$ cat src/rtl/lsgp_pkg.sv
// Package for the line segment grid point rasterizer.
// Holds the coordinate widths, the queue geometry and the structs passed
// between the front, the queue and the back. No dependencies.
package lsgp_pkg;

  // Grid geometry
  localparam int GRID_SIZE = 64;
  localparam int COORD_W   = 6;
  localparam logic [COORD_W-1:0] GRID_MAX = COORD_W'(GRID_SIZE - 1);

  // Signed difference of two coordinates, and the remainder range [0, 2n)
  localparam int DIFF_W = COORD_W + 1;
  localparam int REM_W  = COORD_W + 1;
  localparam int SUM_W  = REM_W + 2;

  // Segment queue between front and back
  localparam int QDEPTH  = 2;
  localparam int QPTR_W  = (QDEPTH > 1) ? $clog2(QDEPTH) : 1;
  localparam int QCNT_W  = $clog2(QDEPTH + 1);

  // Input tdata layout, lowest bit up
  localparam int S_TDATA_W = 32;
  localparam int M_TDATA_W = 16;

  // One classified segment, ready for stepping
  typedef struct packed {
    logic                      x_major;     // step along x
    logic                      major_neg;   // major axis runs downward
    logic [COORD_W-1:0]        major_start;
    logic [COORD_W-1:0]        minor_start;
    logic [COORD_W-1:0]        steps;       // n, always nonzero
    logic signed [DIFF_W-1:0]  minor_delta; // end minus start on minor axis
    logic                      with_start;
  } seg_desc_t;

  // Queue status seen by both sides
  typedef struct packed {
    logic full;
    logic empty;
  } queue_status_t;

  // Saturate a coordinate to the grid
  function automatic logic [COORD_W-1:0] clamp_coord(input logic [COORD_W-1:0] v);
    clamp_coord = (v > GRID_MAX) ? GRID_MAX : v;
  endfunction

endpackage

$ cat src/rtl/lsgp_front.sv
// Front of the rasterizer: accepts a segment item, clamps its endpoints,
// picks the major axis and pushes a descriptor into the queue.
// Depends on lsgp_pkg.
module lsgp_front
  import lsgp_pkg::*;
(
  input  logic                 s_tvalid,
  output logic                 s_tready,
  input  logic [S_TDATA_W-1:0] s_tdata,   // x_start, y_start, x_end, y_end, include_start, include_end
  input  queue_status_t        q_status,
  output logic                 q_push,
  output seg_desc_t            q_desc
);

  logic [COORD_W-1:0]       x1, y1, x2, y2;
  logic signed [DIFF_W-1:0] dx, dy;
  logic [COORD_W-1:0]       adx, ady;
  logic                     x_major;

  // Unpack and clamp the endpoints
  assign x1 = clamp_coord(s_tdata[COORD_W-1:0]);
  assign y1 = clamp_coord(s_tdata[2*COORD_W-1:COORD_W]);
  assign x2 = clamp_coord(s_tdata[3*COORD_W-1:2*COORD_W]);
  assign y2 = clamp_coord(s_tdata[4*COORD_W-1:3*COORD_W]);

  // Deltas and their magnitudes
  assign dx  = $signed({1'b0, x2}) - $signed({1'b0, x1});
  assign dy  = $signed({1'b0, y2}) - $signed({1'b0, y1});
  assign adx = dx[DIFF_W-1] ? COORD_W'(-dx) : dx[COORD_W-1:0];
  assign ady = dy[DIFF_W-1] ? COORD_W'(-dy) : dy[COORD_W-1:0];

  // Ties between the axes step along x
  assign x_major = (ady <= adx);

  always_comb begin
    q_desc.x_major     = x_major;
    q_desc.major_neg   = x_major ? dx[DIFF_W-1] : dy[DIFF_W-1];
    q_desc.major_start = x_major ? x1 : y1;
    q_desc.minor_start = x_major ? y1 : x1;
    q_desc.steps       = x_major ? adx : ady;
    q_desc.minor_delta = x_major ? dy : dx;
    q_desc.with_start  = s_tdata[4*COORD_W];
  end

  // Zero-length segments are taken and dropped
  assign s_tready = !q_status.full;
  assign q_push   = s_tvalid && s_tready && (q_desc.steps != '0);

endmodule

$ cat src/rtl/lsgp_queue.sv
// Short register queue of segment descriptors between front and back.
// Depends on lsgp_pkg.
module lsgp_queue
  import lsgp_pkg::*;
(
  input  logic          clk,
  input  logic          rst,
  input  logic          push,
  input  seg_desc_t     din,
  input  logic          pop,
  output seg_desc_t     dout,
  output queue_status_t status
);

  seg_desc_t         slots [QDEPTH];
  logic [QPTR_W-1:0] wr_ptr, rd_ptr;
  logic [QCNT_W-1:0] count;
  logic              do_push, do_pop;

  assign status.full  = (count == QCNT_W'(QDEPTH));
  assign status.empty = (count == '0);
  assign do_push      = push && !status.full;
  assign do_pop       = pop && !status.empty;
  assign dout         = slots[rd_ptr];

  // Payload slots
  always_ff @(posedge clk) begin
    if (do_push) begin
      slots[wr_ptr] <= din;
    end
  end

  // Pointers and fill count
  always_ff @(posedge clk) begin
    if (rst) begin
      wr_ptr <= '0;
      rd_ptr <= '0;
      count  <= '0;
    end else begin
      if (do_push) begin
        wr_ptr <= (wr_ptr == QPTR_W'(QDEPTH - 1)) ? '0 : wr_ptr + 1'b1;
      end
      if (do_pop) begin
        rd_ptr <= (rd_ptr == QPTR_W'(QDEPTH - 1)) ? '0 : rd_ptr + 1'b1;
      end
      if (do_push && !do_pop) begin
        count <= count + 1'b1;
      end else if (do_pop && !do_push) begin
        count <= count - 1'b1;
      end
    end
  end

endmodule

$ cat src/rtl/lsgp_back.sv
// Back of the rasterizer: takes one descriptor at a time and walks the
// major axis, keeping the rounded minor coordinate with a remainder.
// Depends on lsgp_pkg.
module lsgp_back
  import lsgp_pkg::*;
(
  input  logic                 clk,
  input  logic                 rst,
  input  seg_desc_t            q_desc,
  input  queue_status_t        q_status,
  output logic                 q_pop,
  output logic                 m_tvalid,
  input  logic                 m_tready,
  output logic [M_TDATA_W-1:0] m_tdata,   // point_x, point_y, zero fill
  output logic                 m_tlast
);

  typedef enum logic {IDLE, RUN} state_t;

  state_t             state;
  seg_desc_t          seg;
  logic [COORD_W-1:0] major, minor, step_idx;
  logic [REM_W-1:0]   rem;
  logic [COORD_W-1:0] out_x, out_y;

  logic                    advance, emit, at_end;
  logic signed [SUM_W-1:0] rem_sum, two_n;
  logic [REM_W-1:0]        rem_next;
  logic [COORD_W-1:0]      minor_next, major_next;

  // Output register moves when empty or taken
  assign advance = !m_tvalid || m_tready;
  assign q_pop   = (state == IDLE) && !q_status.empty;
  assign emit    = (step_idx != '0) || seg.with_start;
  assign at_end  = (step_idx == seg.steps);

  // Remainder update: add 2*dm, fold back once into [0, 2n)
  always_comb begin
    two_n      = $signed({2'b00, seg.steps, 1'b0});
    rem_sum    = $signed({2'b00, rem}) +
                 $signed({seg.minor_delta[DIFF_W-1], seg.minor_delta, 1'b0});
    rem_next   = rem_sum[REM_W-1:0];
    minor_next = minor;
    if (rem_sum >= two_n) begin
      rem_next   = REM_W'(rem_sum - two_n);
      minor_next = minor + 1'b1;
    end else if (rem_sum < 0) begin
      rem_next   = REM_W'(rem_sum + two_n);
      minor_next = minor - 1'b1;
    end
    major_next = seg.major_neg ? major - 1'b1 : major + 1'b1;
  end

  // Stepping state and output register
  always_ff @(posedge clk) begin
    if (rst) begin
      state    <= IDLE;
      m_tvalid <= 1'b0;
    end else begin
      if (advance) begin
        m_tvalid <= (state == RUN) && emit;
      end
      case (state)
        IDLE: begin
          if (q_pop) begin
            seg      <= q_desc;
            major    <= q_desc.major_start;
            minor    <= q_desc.minor_start;
            rem      <= REM_W'(q_desc.steps);
            step_idx <= '0;
            state    <= RUN;
          end
        end
        RUN: begin
          if (advance) begin
            if (emit) begin
              out_x   <= seg.x_major ? major : minor;
              out_y   <= seg.x_major ? minor : major;
              m_tlast <= at_end;
            end
            if (at_end) begin
              state <= IDLE;
            end else begin
              step_idx <= step_idx + 1'b1;
              major    <= major_next;
              minor    <= minor_next;
              rem      <= rem_next;
            end
          end
        end
        default: state <= IDLE;
      endcase
    end
  end

  assign m_tdata = {{(M_TDATA_W - 2*COORD_W){1'b0}}, out_y, out_x};

endmodule

$ cat src/rtl/line_segment_grid_points.sv
// Top level of the line segment grid point rasterizer (DDA, exact rounding).
// Connects lsgp_front, lsgp_queue and lsgp_back. Depends on lsgp_pkg.
//
//   channel  dir  handshake            payload
//   s_*      in   s_tvalid / s_tready  tdata: x_start, y_start, x_end, y_end,
//                                      include_start, include_end
//   m_*      out  m_tvalid / m_tready  tdata: point_x, point_y; tlast: last_point
//
// A segment of n major-axis steps occupies the stepping unit for a load
// and then one step per step index 0..n; an excluded start point still
// spends its step. The front takes a new segment every cycle while the
// two-entry queue has room; zero-length segments are taken and produce no
// points. Synchronous reset empties the queue and the output register. A
// stalled output holds the stepper.
module line_segment_grid_points
  import lsgp_pkg::*;
(
  input  logic                 clk,
  input  logic                 rst,
  input  logic                 s_tvalid,
  output logic                 s_tready,
  input  logic [S_TDATA_W-1:0] s_tdata,   // x_start, y_start, x_end, y_end, include_start, include_end
  output logic                 m_tvalid,
  input  logic                 m_tready,
  output logic [M_TDATA_W-1:0] m_tdata,   // point_x, point_y, zero fill
  output logic                 m_tlast
);

  queue_status_t q_status;
  seg_desc_t     push_desc, pop_desc;
  logic          q_push, q_pop;

  lsgp_front u_front (
    .s_tvalid (s_tvalid),
    .s_tready (s_tready),
    .s_tdata  (s_tdata),
    .q_status (q_status),
    .q_push   (q_push),
    .q_desc   (push_desc)
  );

  lsgp_queue u_queue (
    .clk    (clk),
    .rst    (rst),
    .push   (q_push),
    .din    (push_desc),
    .pop    (q_pop),
    .dout   (pop_desc),
    .status (q_status)
  );

  lsgp_back u_back (
    .clk      (clk),
    .rst      (rst),
    .q_desc   (pop_desc),
    .q_status (q_status),
    .q_pop    (q_pop),
    .m_tvalid (m_tvalid),
    .m_tready (m_tready),
    .m_tdata  (m_tdata),
    .m_tlast  (m_tlast)
  );

  // Never push into a full queue, nor pop an empty one
  a_no_overflow: assert property (@(posedge clk) disable iff (rst)
    q_push |-> !q_status.full)
    else $error("segment pushed into full queue");

  a_no_underflow: assert property (@(posedge clk) disable iff (rst)
    q_pop |-> !q_status.empty)
    else $error("segment popped from empty queue");

  // Queue cannot be both full and empty
  a_status_sane: assert property (@(posedge clk) disable iff (rst)
    !(q_status.full && q_status.empty))
    else $error("queue status inconsistent");

  // Reset leaves no point pending and the input open
  a_reset_clear: assert property (@(posedge clk)
    rst |=> (!m_tvalid && s_tready))
    else $error("output or queue not cleared by reset");

endmodule

$ cat config.mk
export PLATFORM = sky130hd
export DESIGN_NAME = line_segment_grid_points
export DESIGN_NICKNAME = d
export VERILOG_FILES = /design/src/rtl/lsgp_pkg.sv /design/src/rtl/lsgp_front.sv /design/src/rtl/lsgp_queue.sv /design/src/rtl/lsgp_back.sv /design/src/rtl/line_segment_grid_points.sv
export SDC_FILE = /design/constraint.sdc
export NUM_CORES = 1
export LEC_CHECK = 0
export ABC_CLOCK_PERIOD_IN_PS = 18370
export BUFFER_PORTS_ARGS = -buffer_cell sky130_fd_sc_hd__buf_2
export CORE_UTILIZATION = 40
export CTS_CLUSTER_SIZE = 25
export DETAILED_ROUTE_END_ITERATION = 8
export SLEW_MARGIN = 15
export SYNTH_ARGS = -nofsm -noshare
export SYNTH_HDL_FRONTEND = slang
export SYNTH_SLANG_ARGS = --single-unit
$ cat constraint.sdc
create_clock -name clk -period 18.37 [get_ports clk]
set_input_delay 3.674 -clock clk [delete_from_list [all_inputs] [get_ports clk]]
set_output_delay 3.674 -clock clk [all_outputs]
set_load 0.02 [all_outputs]
* Word-level counts from Yosys, hierarchy flattened
Memories as Yosys holds them, arrays and structs flattened. A register that Yosys moved wholly into a read port is not among the register bits. Cells that the tools add are included. Widths: inputs -> output; s select.
Storage, ports and cells: bits in registers 60, word-level logic and storage cells 118, output and inout port bits 19, memory bits (writable) 56, memories 1
Memory list:
- u_queue.slots | depth 2, width 28, read ports 1, clocked after Yosys merged registers in 1, write ports 1, line lsgp_queue.sv:15 | seg_desc_t slots [QDEPTH];
Operators by class: equal/unequal tests 6, magnitude comparators 7, add/sub/neg operators 16, reductions and logical operators 23, bitwise operators 2, mux-type cells 46
Operators by type and width (count):
- $mux 6 | 23
- $mux 7 | 6
- $pmux 6 s2 | 3
- $gt 6x6->1 const B | 4
- $add 6x1->6 const B | 3
- $pmux 7 s2 | 1
- $sub 6x6->7 | 2
- $neg 6->6 | 2
- $reduce_bool 6->1 | 2
- $sub 6x1->6 const B | 2
- $mux 1 | 10
- $add 8x8->9 | 1
- $ge 9x8->1 | 1
- $lt 9x1->1 const B | 1
- $logic_and 1x1->1 | 8
- $reduce_and 4->1 | 2
- $add 7x7->7 | 1
- $sub 7x7->7 | 1
- $eq 6x6->1 | 1
- $le 6x6->1 | 1
- $ne 2x2->1 const B | 3
- $logic_not 1->1 | 5
- $reduce_and 5->1 | 1
- $mux 2 | 2
- other kinds (11) | 14

* Logic depth before layout (Yosys ltp)
word-level depth 14, mapped depth 24

* By module
Synthesis repeated with hierarchy kept, for this count alone.
Unflattened totals: cell total of the unflattened synthesis 614, area total of the unflattened synthesis 7131.8 um2
Modules (own cells, without submodules):
- lsgp_back | cells an instance 293, area an instance 3434.5 um2, times used 1, seq. area each 1661.6 um2
- lsgp_queue | cells an instance 112, area an instance 2234.6 um2, times used 1, seq. area each 1781.7 um2
- lsgp_front | cells an instance 209, area an instance 1462.7 um2, times used 1, seq. area each 0.0 um2

* Worst setup path after synthesis
Ideal clock, no wire load.
path kind input to register, start point in s_tdata[0], end point mem u_queue.slots[1][0] in the netlist's numbering, enable pin, data arrival time 8158 ps, library setup time 413 ps, stages 19, buffers on the path 2, path slack 9799 ps, required time 17957 ps, cells stage by stage clkbuf_1 -> ha_1 -> inv_1 -> fa_1 -> inv_1 -> ha_1 -> and4_2 -> or4_4 -> nand2_1 -> inv_1 -> ha_1 -> nand4_1 -> o21bai_1 -> a31oi_4 -> clkinv_2 -> clkbuf_8 -> a32oi_4 -> o21bai_2 -> nor2_1
RTL lines:
- start, declared | line line_segment_grid_points.sv:22 | input logic [S_TDATA_W-1:0] s_tdata,
- end, declared | line lsgp_queue.sv:15

* Worst setup path in the final report
start point in s_tdata[12], end point reg u_queue.count[1]
On the way: cells in the longest elaborated chain, start to end 13, elaborated cells between the ends (all ways) 15, those cells by class add/sub: 2; order compare: 2; mux: 4; reduce/logical: 7
Ends and longest elaborated chain:
- $gt 6x6->1 | line lsgp_pkg.sv:44 | clamp_coord = (v > GRID_MAX) ? GRID_MAX : v;
- $mux 6 (*) | line lsgp_pkg.sv:44
- $sub 6x6->7 (*) | line lsgp_front.sv:27 | assign dx = $signed({1'b0, x2}) - $signed({1'b0, x1});
- $neg 6->6 | line lsgp_front.sv:29 | assign adx = dx[DIFF_W-1] ? COORD_W'(-dx) : dx[COORD_W-1:0];
- $mux 6 (*) | line lsgp_front.sv:29
- $le 6x6->1 | line lsgp_front.sv:33 | assign x_major = (ady <= adx);
- $mux 6 (*) | line lsgp_front.sv:40 | q_desc.steps = x_major ? adx : ady;
- $reduce_bool 6->1 (*) | line lsgp_front.sv:47 | assign q_push = s_tvalid && s_tready && (q_desc.steps != '0);
- $logic_and 1x1->1 (*) | line lsgp_front.sv:47
- $logic_and 1x1->1 (*) | line lsgp_queue.sv:22 | assign do_push = push && !status.full;
- net u_queue.do_push | line lsgp_queue.sv:18 | logic do_push, do_pop;
- $logic_not 1->1 | line lsgp_queue.sv:48 | end else if (do_pop && !do_push) begin
- $logic_and 1x1->1 | line lsgp_queue.sv:48
- $reduce_bool 2->1 (no source line)
- end signal, assigned | line lsgp_queue.sv:47 | count <= count + 1'b1;
- end signal, assigned | line lsgp_queue.sv:49 | count <= count - 1'b1;
- end, declared | line lsgp_queue.sv:17 | logic [QCNT_W-1:0] count;
Mark *: on every way through the listed nets, which the timed path passes. The rest lies on a longest branch. A chain may end at the register's enable or synchronous reset.

==> summary.md <==
| Metric | Value |
|---|---|
| Outcome | `finished clean` |
| Proportion of netlist area held by the largest area contributor | `0.459` |
| Worst setup SP type | `input pin` |
| Final number of setup-violating endpoints | `0` |
| DRC violation count after routing | `0` |
| Number of enable flip-flop cells after synthesis | `110` |
| Wire length of the first global-routing pass | `24,200 um` |
| Die Span X | `136 um` |
| Vias per cell | `5.22` |
| Buffer levels on the longest clock path | `2` |
| Data arrival at the endpoint of the critical path | `9.67 ns` |
| Count of distinct cell types in the synthesized netlist | `77` |
| Layout overhead on the synthesized area | `14.1%` |
| Post-synthesis share of cell area spent on xor and xnor gates | `0.0510` |
| Cell area power density | `202 nW/um2` |
| Overall power | `1660 uW` |
| Max-Slew Margin vs Limit | `0.333` |
| Fin. max-slew vios | `0` |
| Antenna violations before repair | `0` |
| Slowest CP cell | `a31oi_4` |
| Total Routing Usage GR | `0.170` |
| TritonCTS Sinks | `117` |
| Drt wl/cell | `16.0 um` |
| Number of DRC markers after the initial detailed-route iteration | `285` |
| Largest net degree at the start of global routing | `48` |
| Critical path, cell by cell | `buf_2, inv_1, ha_1, inv_1, fa_1, xnor2_1, and4_1, mux2i_1, o21ai_0, xnor2_1, ha_1, nand4_1, o21bai_1, a31oi_4, clkinv_2, and2_2, mux2i_2, o2111ai_4, o21bai_2, inv_1, ha_1, or3_1, a21oi_1` |
| Die Footprint | `18,500 um2` |
| Die Y | `136 um` |
| Final standard cell count with taps included and fillers excluded | `917` |
| Required time at the endpoint of the critical path | `18.71 ns` |
| Post-route fraction of the period consumed by the critical path | `0.508` |
| I/O Pins | `55` |
| Nets | `771` |
| Largest area contributor in the netlist | `edfxtp_1` |
| Leak pwr | `0.00323 uW` |
| Cell area after synthesis | `7190 um2` |
| Number of buffers inserted by port buffering | `43` |
| Via total after detailed routing | `4,788` |
| Multiplexer share of the synthesized area | `0.0658` |
| Actual slew at the worst max-slew pin | `0.991 ns` |
| Sequential cell area fraction in the yosys report | `0.479` |
| DRT antenna net count | `0` |
| Final Critical Period | `9.33 ns` |
| Post-cts sizing count | `0` |
| Largest family of logic cells by synthesized area | `compound AO/OA/AOI/OAI gates` |
| Worst clock skew | `0.0101 ns` |
| Vias in the first global route | `4,861` |
| Number of hold violations in the final report | `0` |
| Worst hold path type | `flop to flop` |
| Total of warnings raised by yosys | `0` |
| Post-CTS clock slew at the launch and capture registers of the worst setup and hold paths | `0.05 ns` |
| Master cell of the clock root buffer | `clkbuf_16` |
| Share of layout cells above drive strength 1 | `0.192` |
| Routability cong. | `0.868` |
| Delay contributed by the slowest stage of the critical path | `0.82 ns` |
| Peak supply drop | `0.117 mV` |
| Share of async-settable or async-resettable flops after synthesis | `0` |
| Number of placed instances with taps included | `885` |
| Final TNS setup | `0 ns` |
| Top post-synthesis cells by count | `edfxtp_1 (110), inv_1 (51), ha_1 (49), nand2_1 (46), a21oi_1 (38)` |
| Number of buffers created by CTS | `17` |
| Total wire length | `14,600 um` |
| Core area | `17,400 um2` |
| Compound-cell area share of the yosys netlist | `0.140` |
| Pre-CTS WS | `8.68 ns` |
| Post-CTS setup repair buffer count | `0` |
| Max H-tree Level | `4` |
| Worst path setup slack after routing | `9.04 ns` |
| Crit Path Category | `input pin to flop` |
| Hold-fix buffers, CTS | `0` |
| Number of maximum-capacitance constraint violations | `0` |
| Synth area leaders | `edfxtp_1 (46%), ha_1 (8.5%), mux2_2 (4.1%)` |
| Critical path peak fanout | `41` |
| Initial Util | `0.413` |
| Most common cell in the netlist | `edfxtp_1` |
| Clock insertion delay at the later pin of the skew report | `0.41 ns` |
| TritonCTS clock tree | `yes` |
| Fmax achieved | `0.107 GHz` |
| Number of instances in the synthesized netlist | `641` |
| HPWL after detailed placement | `11,000 um` |
| Grt ovf | `0` |
| Nature of the critical path endpoint | `flop` |
| Number of iterations in the first detailed-routing pass | `5` |
| Top flip-flop cell by instance count after synthesis | `edfxtp_1` |
| Seq cells post-synth | `117` |
| Setup repair after global routing missed its margin | `false` |
| Syn_area_per_cell | `11.2 um2` |
| Count of inserted antenna diode cells | `0` |
| Number of rows in the core area | `48` |
| Simple logic cell fraction of the synthesized area | `0.109` |
| Adder-cell area share of the yosys netlist | `0.105` |
[per-stage QoR]
step	instance area [um2]	hold slack, ns	util
after global routing	8210	0.535	0.471
after floorplan	7200	0.472	-
after CTS	8210	0.507	0.471
after global placement	7600	0.484	0.437
after detailed placement	7600	0.489	0.437
final	8210	0.506	0.471
[area by class of cell]
cell class / instances / area (um2)
Fill cell: 1578 / 9210
Sequential cell: 117 / 3440
Multi-Input combinational cell: 440 / 3410
Clock buffer: 23 / 478
Tap cell: 225 / 282
Timing Repair Buffer: 51 / 275
Inverter: 52 / 196
Clock inverter: 9 / 126
[where the power goes]
part / total [uW] / internal [uW] / switching, uW
combinational: 822 / 340 / 482
sequential: 500 / 453 / 46.4
clock: 334 / 223 / 111
[per-layer routing]
metal  part of all wire  global-route usage
met4              0.020              0.0716
met5                  0                   0
met2               0.49               0.290
met3              0.034              0.0261
met1               0.46               0.213
[critical path: cells and delay by family]
family	cells	cell delay [ns]
fa+ha+maj	4	1.25
mux	2	0.29
simple gates	4	1.03
xor+xnor	2	0.65
compound gates	6	1.98
buf+inv	5	0.77
[flip-flops by register name, summed over array words and instances, names as in the netlist, named ones only]
signal,cells
u_back.m_tlast,1
u_back.step_idx,6
u_back.state,1
u_queue.slots,56
u_back.m_tvalid,1
u_back.major,6
u_back.seg,16
u_back.rem,7
u_queue.wr_ptr,1
u_queue.count,2
u_back.minor,6
u_back.out_x,6
u_queue.rd_ptr,1
u_back.out_y,6
[final timing paths]
kind	start	end	slack [ns]	cells after the start
max	s_tdata[12]	u_queue.count[1]$_SDFFE_PP0P_	9.04	23
min	u_queue.rd_ptr$_SDFFE_PP0P_	u_queue.rd_ptr$_SDFFE_PP0P_	0.51	2
max reg2reg	u_back.seg[1]$_DFFE_PP_	u_back.minor[5]$_DFFE_PP_	13.47	20
min reg2reg	u_queue.rd_ptr$_SDFFE_PP0P_	u_queue.rd_ptr$_SDFFE_PP0P_	0.51	2
[kinds of logic after synthesis]
group	after synthesis
buffers and inverters	87
xor gates and xnor gates	41
adders and majority gates	56
DFF	117
AOI/OAI and AO/OA	147
and+or+nand+nor	149
muxes	43
other	1
[cell usage in the layout, fill, tap and decap left out, drive strengths merged, types with 3 or more instances in the layout]
| cell type | synthesis | routed |
|---|---|---|
| and4 | 4 | 4 |
| mux2 | 28 | 28 |
| nor2 | 34 | 34 |
| conb | 1 | 4 |
| edfxtp | 110 | 110 |
| a31oi | 4 | 4 |
| nand2b | 9 | 9 |
| o31ai | 3 | 3 |
| a211oi | 8 | 8 |
| dfxtp | 7 | 7 |
| nor4 | 3 | 3 |
| a21o | 15 | 15 |
| inv | 51 | 51 |
| xnor2 | 26 | 26 |
| bufinv | 0 | 3 |
| nand2 | 46 | 46 |
| mux2i | 15 | 15 |
| xor2 | 15 | 15 |
| a21oi | 39 | 39 |
| clkinv | 1 | 6 |
| and2 | 8 | 8 |
| o21bai | 10 | 10 |
| nand4 | 5 | 5 |
| o21ai | 42 | 42 |
| nand3 | 8 | 8 |
| ha | 49 | 49 |
| fa | 7 | 7 |
| or4 | 3 | 3 |
| nor2b | 10 | 10 |
| a2111oi | 3 | 3 |
| clkbuf | 28 | 23 |
| buf | 7 | 51 |
| o21a | 5 | 5 |
| nor3b | 4 | 4 |
| nor3 | 5 | 5 |
Note: power is estimated with default switching activity, not from simulation.
